## src/ckfr_pkg.sv

```systemverilog
// Shared types and constants for the checksummed frame receiver.
// Used by ckfr_ctrl, ckfr_dp and checksummed_frame_receiver; no dependencies.
package ckfr_pkg;

  // Header bytes: 'A' then 'C'
  localparam logic [7:0] HDR_FIRST  = 8'h41;
  localparam logic [7:0] HDR_SECOND = 8'h43;

  // At most four payload words are reported per frame
  localparam int unsigned MAX_WORDS = 4;
  localparam int unsigned WCNT_W    = 3;

  // Result kinds
  localparam logic KIND_WORD  = 1'b0;
  localparam logic KIND_ALIVE = 1'b1;

  typedef enum logic [3:0] {
    ST_HUNT,
    ST_HDR_C,
    ST_TYPE,
    ST_LEN,
    ST_PAYLOAD,
    ST_TRAIL1,
    ST_TRAIL2,
    ST_EMIT_READ,
    ST_EMIT_WORD,
    ST_EMIT_DONE
  } state_t;

  // Commands from controller to datapath
  typedef struct packed {
    logic clr_sums;
    logic add_sums;
    logic load_type;
    logic load_len;
    logic store_byte;
    logic word_clr;
    logic word_inc;
    logic load_word;
    logic load_done;
  } cmd_t;

  // Status from datapath to controller
  typedef struct packed {
    logic is_a;
    logic is_c;
    logic len_ok;
    logic len_zero;
    logic payload_end;
    logic sum1_ok;
    logic sum2_ok;
    logic has_words;
    logic last_word;
    logic out_free;
  } sts_t;

endpackage

```

## src/checksummed_frame_receiver.sv

```systemverilog
// Top level of the checksummed frame receiver: joins controller and datapath.
// Depends on ckfr_pkg, ckfr_ctrl and ckfr_dp.
//
//   channel | valid         | stall         | payload
//   --------+---------------+---------------+-------------------------------------
//   byte    | byte_valid    | byte_stall    | rx_byte
//   result  | result_valid  | result_stall  | kind word_index word_value frame_type last
//
// Header, type, length, payload and trailer bytes are taken one per cycle.
// After a checking second trailer byte the input is held while results go out:
// a read state (registered read of the word store) and a word state for each
// payload word, then a done state for the frame-accepted transaction.
// rst is synchronous and clears control state; the payload store needs no reset.
// A stalled result holds the register and the sequencer waits on it.
module checksummed_frame_receiver #(
  parameter int unsigned MAX_PAYLOAD = 16
) (
  input  logic        clk,
  input  logic        rst,
  input  logic        byte_valid,
  output logic        byte_stall,
  input  logic [7:0]  rx_byte,
  output logic        result_valid,
  input  logic        result_stall,
  output logic        kind,
  output logic [1:0]  word_index,
  output logic [31:0] word_value,
  output logic [7:0]  frame_type,
  output logic        last
);

  ckfr_pkg::cmd_t cmd;
  ckfr_pkg::sts_t sts;

  // Frame parsing and result sequencing
  ckfr_ctrl u_ctrl (
    .clk        (clk),
    .rst        (rst),
    .byte_valid (byte_valid),
    .byte_stall (byte_stall),
    .sts        (sts),
    .cmd        (cmd)
  );

  // Sums, store and result register
  ckfr_dp #(
    .MAX_PAYLOAD (MAX_PAYLOAD)
  ) u_dp (
    .clk          (clk),
    .rst          (rst),
    .rx_byte      (rx_byte),
    .cmd          (cmd),
    .sts          (sts),
    .result_valid (result_valid),
    .result_stall (result_stall),
    .kind         (kind),
    .word_index   (word_index),
    .word_value   (word_value),
    .frame_type   (frame_type),
    .last         (last)
  );

`ifndef ASSERT_OFF
  // A new result only appears while the byte input is held for sequencing
  a_result_during_hold : assert property (@(posedge clk) disable iff (rst)
    $rose(result_valid) |-> $past(byte_stall))
    else $error("result appeared outside result sequencing");

  // The final result of a frame is always the frame-accepted one
  a_last_is_alive : assert property (@(posedge clk) disable iff (rst)
    result_valid |-> (last == kind))
    else $error("last flag does not match result kind");

  // Controller never loads a word and the accept result together
  a_single_load : assert property (@(posedge clk) disable iff (rst)
    !(cmd.load_word && cmd.load_done))
    else $error("two result loads in one cycle");
`endif

endmodule

```

## src/ckfr_dp.sv

```systemverilog
// Datapath of the checksummed frame receiver: Fletcher sums, frame fields,
// payload word store and result register. Depends on ckfr_pkg.
module ckfr_dp #(
  parameter int unsigned MAX_PAYLOAD = 16
) (
  input  logic                 clk,
  input  logic                 rst,
  input  logic [7:0]           rx_byte,
  input  ckfr_pkg::cmd_t       cmd,
  output ckfr_pkg::sts_t       sts,
  output logic                 result_valid,
  input  logic                 result_stall,
  output logic                 kind,
  output logic [1:0]           word_index,
  output logic [31:0]          word_value,
  output logic [7:0]           frame_type
  , output logic               last
);

  localparam int unsigned LEN_W = $clog2(MAX_PAYLOAD + 1);
  localparam int unsigned WORDS =
    (MAX_PAYLOAD / 4 < ckfr_pkg::MAX_WORDS) ? MAX_PAYLOAD / 4 : ckfr_pkg::MAX_WORDS;
  localparam int unsigned STORE_BYTES = 4 * WORDS;
  localparam int unsigned WORD_AW = (WORDS > 1) ? $clog2(WORDS) : 1;

  logic [7:0]                    sum_first;
  logic [7:0]                    sum_second;
  logic [7:0]                    sum_first_next;
  logic [7:0]                    type_reg;
  logic [LEN_W-1:0]              length_reg;
  logic [LEN_W-1:0]              sub_count;
  logic [ckfr_pkg::WCNT_W-1:0]   word_cnt;
  logic [ckfr_pkg::WCNT_W-1:0]   num_words;
  logic [LEN_W-1:0]              len_words;
  logic [31:0]                   mem [0:WORDS-1];
  logic [31:0]                   rd_data;
  logic [LEN_W-1:0]              row_full;
  logic [WORD_AW-1:0]            wr_row;
  logic [1:0]                    wr_lane;
  logic                          out_free;

  assign sum_first_next = sum_first + rx_byte;

  // Fletcher sums; the second accumulates the updated first
  always_ff @(posedge clk) begin
    if (rst) begin
      sum_first  <= '0;
      sum_second <= '0;
    end else if (cmd.clr_sums) begin
      sum_first  <= '0;
      sum_second <= '0;
    end else if (cmd.add_sums) begin
      sum_first  <= sum_first_next;
      sum_second <= sum_second + sum_first_next;
    end
  end

  // Frame type, length and payload byte count
  always_ff @(posedge clk) begin
    if (rst) begin
      type_reg   <= '0;
      length_reg <= '0;
      sub_count  <= '0;
    end else begin
      if (cmd.load_type) begin
        type_reg <= rx_byte;
      end
      if (cmd.load_len) begin
        length_reg <= rx_byte[LEN_W-1:0];
        sub_count  <= '0;
      end else if (cmd.store_byte) begin
        sub_count <= sub_count + 1'b1;
      end
    end
  end

  // Payload store: bytes packed little-endian into words
  assign row_full = sub_count >> 2;
  assign wr_row   = row_full[WORD_AW-1:0];
  assign wr_lane  = sub_count[1:0];

  always_ff @(posedge clk) begin
    if (cmd.store_byte && (sub_count < LEN_W'(STORE_BYTES))) begin
      mem[wr_row][{wr_lane, 3'b000} +: 8] <= rx_byte;
    end
    rd_data <= mem[word_cnt[WORD_AW-1:0]];
  end

  // Word counter for emission
  always_ff @(posedge clk) begin
    if (rst) begin
      word_cnt <= '0;
    end else if (cmd.word_clr) begin
      word_cnt <= '0;
    end else if (cmd.word_inc) begin
      word_cnt <= word_cnt + 1'b1;
    end
  end

  assign len_words = length_reg >> 2;
  assign num_words = (len_words >= LEN_W'(WORDS)) ? ckfr_pkg::WCNT_W'(WORDS)
                                                   : ckfr_pkg::WCNT_W'(len_words);

  // Result register: load a word or the frame-accepted result, drop on take
  assign out_free = !result_valid || !result_stall;

  always_ff @(posedge clk) begin
    if (rst) begin
      result_valid <= 1'b0;
    end else if (cmd.load_word || cmd.load_done) begin
      result_valid <= 1'b1;
    end else if (!result_stall) begin
      result_valid <= 1'b0;
    end
  end

  always_ff @(posedge clk) begin
    if (cmd.load_word) begin
      kind       <= ckfr_pkg::KIND_WORD;
      word_index <= word_cnt[1:0];
      word_value <= rd_data;
      frame_type <= type_reg;
      last       <= 1'b0;
    end else if (cmd.load_done) begin
      kind       <= ckfr_pkg::KIND_ALIVE;
      word_index <= '0;
      word_value <= '0;
      frame_type <= type_reg;
      last       <= 1'b1;
    end
  end

  // Status toward the controller
  always_comb begin
    sts.is_a        = (rx_byte == ckfr_pkg::HDR_FIRST);
    sts.is_c        = (rx_byte == ckfr_pkg::HDR_SECOND);
    sts.len_ok      = (rx_byte <= 8'(MAX_PAYLOAD));
    sts.len_zero    = (rx_byte == 8'd0);
    sts.payload_end = ((sub_count + 1'b1) == length_reg);
    sts.sum1_ok     = (rx_byte == sum_first);
    sts.sum2_ok     = (rx_byte == sum_second);
    sts.has_words   = (num_words != '0);
    sts.last_word   = ((word_cnt + 1'b1) == num_words);
    sts.out_free    = out_free;
  end

endmodule

```

## src/ckfr_ctrl.sv

```systemverilog
// Controller of the checksummed frame receiver: frame parsing and result
// sequencing state machine. Depends on ckfr_pkg.
module ckfr_ctrl (
  input  logic             clk,
  input  logic             rst,
  input  logic             byte_valid,
  output logic             byte_stall,
  input  ckfr_pkg::sts_t   sts,
  output ckfr_pkg::cmd_t   cmd
);

  ckfr_pkg::state_t state;
  ckfr_pkg::state_t state_next;
  logic             take;

  // State register
  always_ff @(posedge clk) begin
    if (rst) begin
      state <= ckfr_pkg::ST_HUNT;
    end else begin
      state <= state_next;
    end
  end

  // Hold input while results are being sequenced out
  assign byte_stall = (state inside {ckfr_pkg::ST_EMIT_READ, ckfr_pkg::ST_EMIT_WORD,
                                     ckfr_pkg::ST_EMIT_DONE});
  assign take = byte_valid && !byte_stall;

  // Next state and datapath commands
  always_comb begin
    state_next = state;
    cmd        = '0;
    case (state)
      ckfr_pkg::ST_HUNT: begin
        if (take && sts.is_a) begin
          state_next = ckfr_pkg::ST_HDR_C;
        end
      end
      ckfr_pkg::ST_HDR_C: begin
        if (take) begin
          if (sts.is_c) begin
            cmd.clr_sums = 1'b1;
            state_next   = ckfr_pkg::ST_TYPE;
          end else begin
            state_next = ckfr_pkg::ST_HUNT;
          end
        end
      end
      ckfr_pkg::ST_TYPE: begin
        if (take) begin
          cmd.load_type = 1'b1;
          cmd.add_sums  = 1'b1;
          state_next    = ckfr_pkg::ST_LEN;
        end
      end
      ckfr_pkg::ST_LEN: begin
        if (take) begin
          if (sts.len_ok) begin
            cmd.load_len = 1'b1;
            cmd.add_sums = 1'b1;
            state_next   = sts.len_zero ? ckfr_pkg::ST_TRAIL1 : ckfr_pkg::ST_PAYLOAD;
          end else begin
            state_next = ckfr_pkg::ST_HUNT;
          end
        end
      end
      ckfr_pkg::ST_PAYLOAD: begin
        if (take) begin
          cmd.store_byte = 1'b1;
          cmd.add_sums   = 1'b1;
          if (sts.payload_end) begin
            state_next = ckfr_pkg::ST_TRAIL1;
          end
        end
      end
      ckfr_pkg::ST_TRAIL1: begin
        if (take) begin
          state_next = sts.sum1_ok ? ckfr_pkg::ST_TRAIL2 : ckfr_pkg::ST_HUNT;
        end
      end
      ckfr_pkg::ST_TRAIL2: begin
        if (take) begin
          if (sts.sum2_ok) begin
            cmd.word_clr = 1'b1;
            state_next   = sts.has_words ? ckfr_pkg::ST_EMIT_READ : ckfr_pkg::ST_EMIT_DONE;
          end else begin
            state_next = ckfr_pkg::ST_HUNT;
          end
        end
      end
      ckfr_pkg::ST_EMIT_READ: begin
        state_next = ckfr_pkg::ST_EMIT_WORD;
      end
      ckfr_pkg::ST_EMIT_WORD: begin
        if (sts.out_free) begin
          cmd.load_word = 1'b1;
          cmd.word_inc  = 1'b1;
          state_next    = sts.last_word ? ckfr_pkg::ST_EMIT_DONE : ckfr_pkg::ST_EMIT_READ;
        end
      end
      ckfr_pkg::ST_EMIT_DONE: begin
        if (sts.out_free) begin
          cmd.load_done = 1'b1;
          state_next    = ckfr_pkg::ST_HUNT;
        end
      end
      default: begin
        state_next = ckfr_pkg::ST_HUNT;
      end
    endcase
  end

endmodule

```

## config.mk

```make
export PLATFORM = sky130hd
export DESIGN_NAME = checksummed_frame_receiver
export DESIGN_NICKNAME = d
export VERILOG_FILES = /design/src/ckfr_pkg.sv /design/src/checksummed_frame_receiver.sv /design/src/ckfr_dp.sv /design/src/ckfr_ctrl.sv
export SDC_FILE = /design/constraint.sdc
export NUM_CORES = 1
export LEC_CHECK = 0
export BUFFER_PORTS_ARGS = -buffer_cell sky130_fd_sc_hd__buf_2
export CORE_ASPECT_RATIO = 1.25
export CORE_MARGIN = 10
export CORE_UTILIZATION = 45
export DETAILED_ROUTE_END_ITERATION = 12
export GPL_ROUTABILITY_DRIVEN = 0
export PLACE_DENSITY_LB_ADDON = 0.15
export RECOVER_POWER = 25
export SLEW_MARGIN = 20
export SYNTH_ARGS = -nofsm -noshare
export SYNTH_HDL_FRONTEND = slang
export SYNTH_HIERARCHICAL = 1
export SYNTH_SLANG_ARGS = --single-unit
```

## constraint.sdc

```tcl
create_clock -name clk -period 3.3 [get_ports clk]
set_clock_uncertainty 0.2 [all_clocks]
set_input_delay 0.495 -clock clk [delete_from_list [all_inputs] [get_ports clk]]
set_output_delay 0.495 -clock clk [all_outputs]
set_load 0.05 [all_outputs]
```

==> flow_results.org <==
** Worst setup path
- Setup slack on the worst reg-to-reg path comes out at 0.13 ns.
- STA classifies the critical path endpoint as a flip-flop.
- STA puts the critical path data required time at 3.54 ns.
- Data arrival time of the critical path :: 3.41 ns
- STA classifies the critical path startpoint as a flip-flop.
- Series of cell instances along the critical path :: ha_4, fa_2, a21o_1, a21oi_2, o21bai_1, a21oi_1, xnor2_1, ha_1, a21oi_2, o21ai_1, or3b_1, mux2i_1, mux2i_1
- Critical path type :: reg -> reg
- Delay contributed by the slowest stage of the critical path :: 0.38 ns
- Of all nets on the critical path, the largest fanout is 4.
- Cell at the slowest stage of the critical path :: sky130_fd_sc_hd__fa_2

** Synthesis
- Synth Net Count :: 714
- After synthesis, the share of flip-flops with an asynchronous set or reset is 0%.
- Top cells by area, synth :: sky130_fd_sc_hd__edfxtp_1, sky130_fd_sc_hd__dfxtp_1, sky130_fd_sc_hd__mux4_2
- In the synthesized netlist, the number of instances is 680.
- Among all flip-flop cells after synthesis, the most frequent one is sky130_fd_sc_hd__edfxtp_1.
- Sequential elements use 65.8% of the synthesized area.
- sky130_fd_sc_hd__edfxtp_1 takes more of the synthesized area than any other cell.
- Proportion of netlist area held by the largest area contributor :: 50.8%
- Mean post-synth cell area :: 14.8 um2
- Warnings from Yosys :: 6
- The netlist uses 62 different library cells.
- Post-synthesis instance area :: 10,000 um2
- After synthesis the netlist holds a flip-flop and latch count of 245.
- EDFF count, synth :: 170

** Finish
- Reg area :: 6610 um2
- From synthesis to final layout, the design area changed by 15.9%.
- Area used by multi-input combinational logic :: 3230 um2
- Number of antenna cells inserted :: 0
- In the final layout, the share of cells above drive strength 1 is 18.7%.
- Total Nets Final :: 802
- More flip-flops sit in one register than any other, and that register is u_dp/mem.
- Count of filler cells inserted in the layout :: 1,897
- The register with the most flip-flops in the layout has 128 of them.
- Largest registers :: u_dp/mem (128), u_dp/rd_data (32), u_dp/word_value (32)
- Cells fill 52.6% of the core in the end.

** STA
- The total count of hold-check failures in the final report is 0.
- Number of max-slew violations in the final report :: 39
- Setup slack closes at 0.132 ns.
- Subtracting the final worst setup slack from the clock period gives 3.17 ns.
- Final clock period utilization by the worst path :: 96.0%
- RSZ-0062 raised after global routing :: true
- For this run, the top clock speed supported by timing is 316 MHz.
- On the final layout, the worst hold slack is 0.150 ns.
- Setup violations remaining at the end of the flow were counted as 0.
- At the pin with the least slew margin, the transition time is 1.63 ns.
- Measured against its own limit, the worst slew margin works out to -8.57%.

** Clock tree
- CTS saw 245 sinks.
- Counting along the longest clock path gives a buffer depth of 3.
- H-tree levels :: 1
- Cell chosen for the clock root :: sky130_fd_sc_hd__clkbuf_16
- In this run, CTS created clock tree buffers numbering 24.
- Reg clk slew, reported paths :: 0.06 ns
- Source-to-sink clock delay at the later pin of the worst-skew pair :: 0.51 ns
- Hold repair after CTS inserted 0 buffers.
- TritonCTS clock tree :: yes

** Placement
- Port buffering added 57 buffers.
- Placement-stage worst setup slack :: -0.265 ns
- Half-perimeter wire length after placement :: 12,900 um

** Detailed routing
- After detailed routing, the average wire length per cell comes to 18.2 um.
- The pre-antenna-repair detailed-routing pass consisted of 4 iterations.
- Post-route antenna net violation count :: 0
- Number of vias after detailed routing :: 5,565
- The final layout contains routed wiring with a total length of 19,400 um.
- For this run, design rule violations remaining after detail routing come to 0.
- Initial DRC Count :: 273
- After detailed routing, the number of vias per cell comes to 5.21.

** Floorplan
- The initial utilization of the core area, before any placement, comes to 45.4%.
- Row generation in the floorplan step produced 61 rows.
- The floorplan step set the die height to 187 um.
- The die covers 28,700 um2.
- Area of the placeable core :: 22,100 um2
- 58 I/O pins were placed.
- The die is 154 um wide.

** Global route
- Total global routing track utilization :: 13.3%
- Entering global routing, the biggest net connects 43 pins.
- Number of global-route vias before repair :: 5,944
- The first global-routing pass estimated 31,400 um of wire.
- The number of antenna violations at the first check in global routing is 0.
- Remaining global-route overflow :: 0

** Run status
- Run status :: complete, but fails checks
- The final reports fail on capacitance limit, slew limit.

** Power and ir drop
- For this design the ratio of total power to cell area is 552 nW/um2.
- Leakage Power :: 3.91 nW
- The worst-case IR drop observed on VDD is 363 uV.
- Overall power consumption after layout is estimated at 0.00642 W.

** Job
- # Max-Cap Violations :: 1

** Worst hold path
- The tightest min-delay check is of the in -> reg type.
==> critical path, delay by kind of cell, from the launching register on <==
family	cells	cell delay (ns)
compound gates	6	0.84
mux	2	0.37
flops	1	0.33
fa+ha+maj	3	0.91
xor+xnor	1	0.11
simple gates	1	0.35
==> Yosys cell counts, types with 8 or more instances <==
master                     instances
sky130_fd_sc_hd__dfxtp_1          75
sky130_fd_sc_hd__nand2_1          21
sky130_fd_sc_hd__nor2_1           55
sky130_fd_sc_hd__mux2i_1          28
sky130_fd_sc_hd__nor3b_1          10
sky130_fd_sc_hd__xnor2_1          21
sky130_fd_sc_hd__clkbuf_1         16
sky130_fd_sc_hd__mux4_2           32
sky130_fd_sc_hd__o21ai_0           8
sky130_fd_sc_hd__nand3_1           9
sky130_fd_sc_hd__and2_1           65
sky130_fd_sc_hd__a21oi_1          18
sky130_fd_sc_hd__nor3_1           19
sky130_fd_sc_hd__xor2_1           11
sky130_fd_sc_hd__inv_1            10
sky130_fd_sc_hd__edfxtp_1        170
sky130_fd_sc_hd__ha_1             20
==> cell families after synthesis <==
group           synth area share (%)
flops                           65.8
simple gates                    12.0
mux                             9.97
compound gates                  3.94
buf+inv                         2.33
xor+xnor                        3.07
fa+ha+maj                       2.89
==> layout make-up <==
class,count,share of cell area (%)
well taps,283,3.04
repair buffers,100,4.90
inverters,10,0.323
clock buffers,32,5.86
clock inverters,12,1.37
multi-input cells,387,27.7
flip-flops and latches,245,56.8
==> cell usage in the layout, fill, tap and decap left out, types with 9 or more instances in the layout <==
cell | Yosys | layout
sky130_fd_sc_hd__clkbuf_1 | 16 | 50
sky130_fd_sc_hd__mux4_2 | 32 | 32
sky130_fd_sc_hd__edfxtp_1 | 170 | 170
sky130_fd_sc_hd__nor2_1 | 55 | 55
sky130_fd_sc_hd__buf_2 | 7 | 12
sky130_fd_sc_hd__ha_1 | 20 | 19
sky130_fd_sc_hd__a21oi_1 | 18 | 15
sky130_fd_sc_hd__and2_0 | 0 | 9
sky130_fd_sc_hd__dfxtp_1 | 75 | 74
sky130_fd_sc_hd__nand2_1 | 21 | 21
sky130_fd_sc_hd__xnor2_1 | 21 | 21
sky130_fd_sc_hd__buf_4 | 7 | 39
sky130_fd_sc_hd__nor3_1 | 19 | 19
sky130_fd_sc_hd__xor2_1 | 11 | 11
sky130_fd_sc_hd__inv_1 | 10 | 9
sky130_fd_sc_hd__nor3b_1 | 10 | 10
sky130_fd_sc_hd__and2_1 | 65 | 56
sky130_fd_sc_hd__mux2i_1 | 28 | 28
sky130_fd_sc_hd__clkbuf_16 | 0 | 25
sky130_fd_sc_hd__nand3_1 | 9 | 9
==> metrics by stage <==
step,area (um2),cells,setup TNS (ns)
finish,11600,1069,0
detailed placement,10800,1024,-0.265
global route,11600,1069,-0.0776
CTS,11700,1068,0
floorplan,10000,680,0
global placement,10800,1024,-0.215
==> final timing paths <==
path,startpoint,endpoint,cells after the start
min reg2reg,u_dp/type_reg[0],u_dp/frame_type[0],0
max reg2reg,u_dp/sum_first[0],u_dp/sum_second[7],13
max,u_dp/sum_first[0],u_dp/sum_second[7],13
min,result_stall,u_dp/result_valid,3
==> report_power, final <==
part           internal, W  switching (W)  leakage (nW)
clock              0.00176        0.00109         0.413
sequential         0.00328      0.0000216          2.09
combinational     0.000114       0.000158          1.40
total              0.00516        0.00127          3.91
==> routing by layer <==
| layer | GRT usage [%] | share of wire [%] | vias up | wire length (um) |
|---|---|---|---|---|
| li1 | - | - | 2690 | - |
| met1 | 15.6 | 40 | 2764 | 7840 |
| met2 | 24.4 | 53 | 88 | 10300 |
| met3 | 2.51 | 5.2 | 23 | 1020 |
| met4 | 3.09 | 1.3 | 0 | 243 |
| met5 | 0 | 0 | - | 0 |
==> timing repair <==
action,CTS,global route
buffers inserted,0,1
setup endpoints to repair,0,1
resized for setup,0,6
No activity file was read; power rests on OpenSTA's default activity.
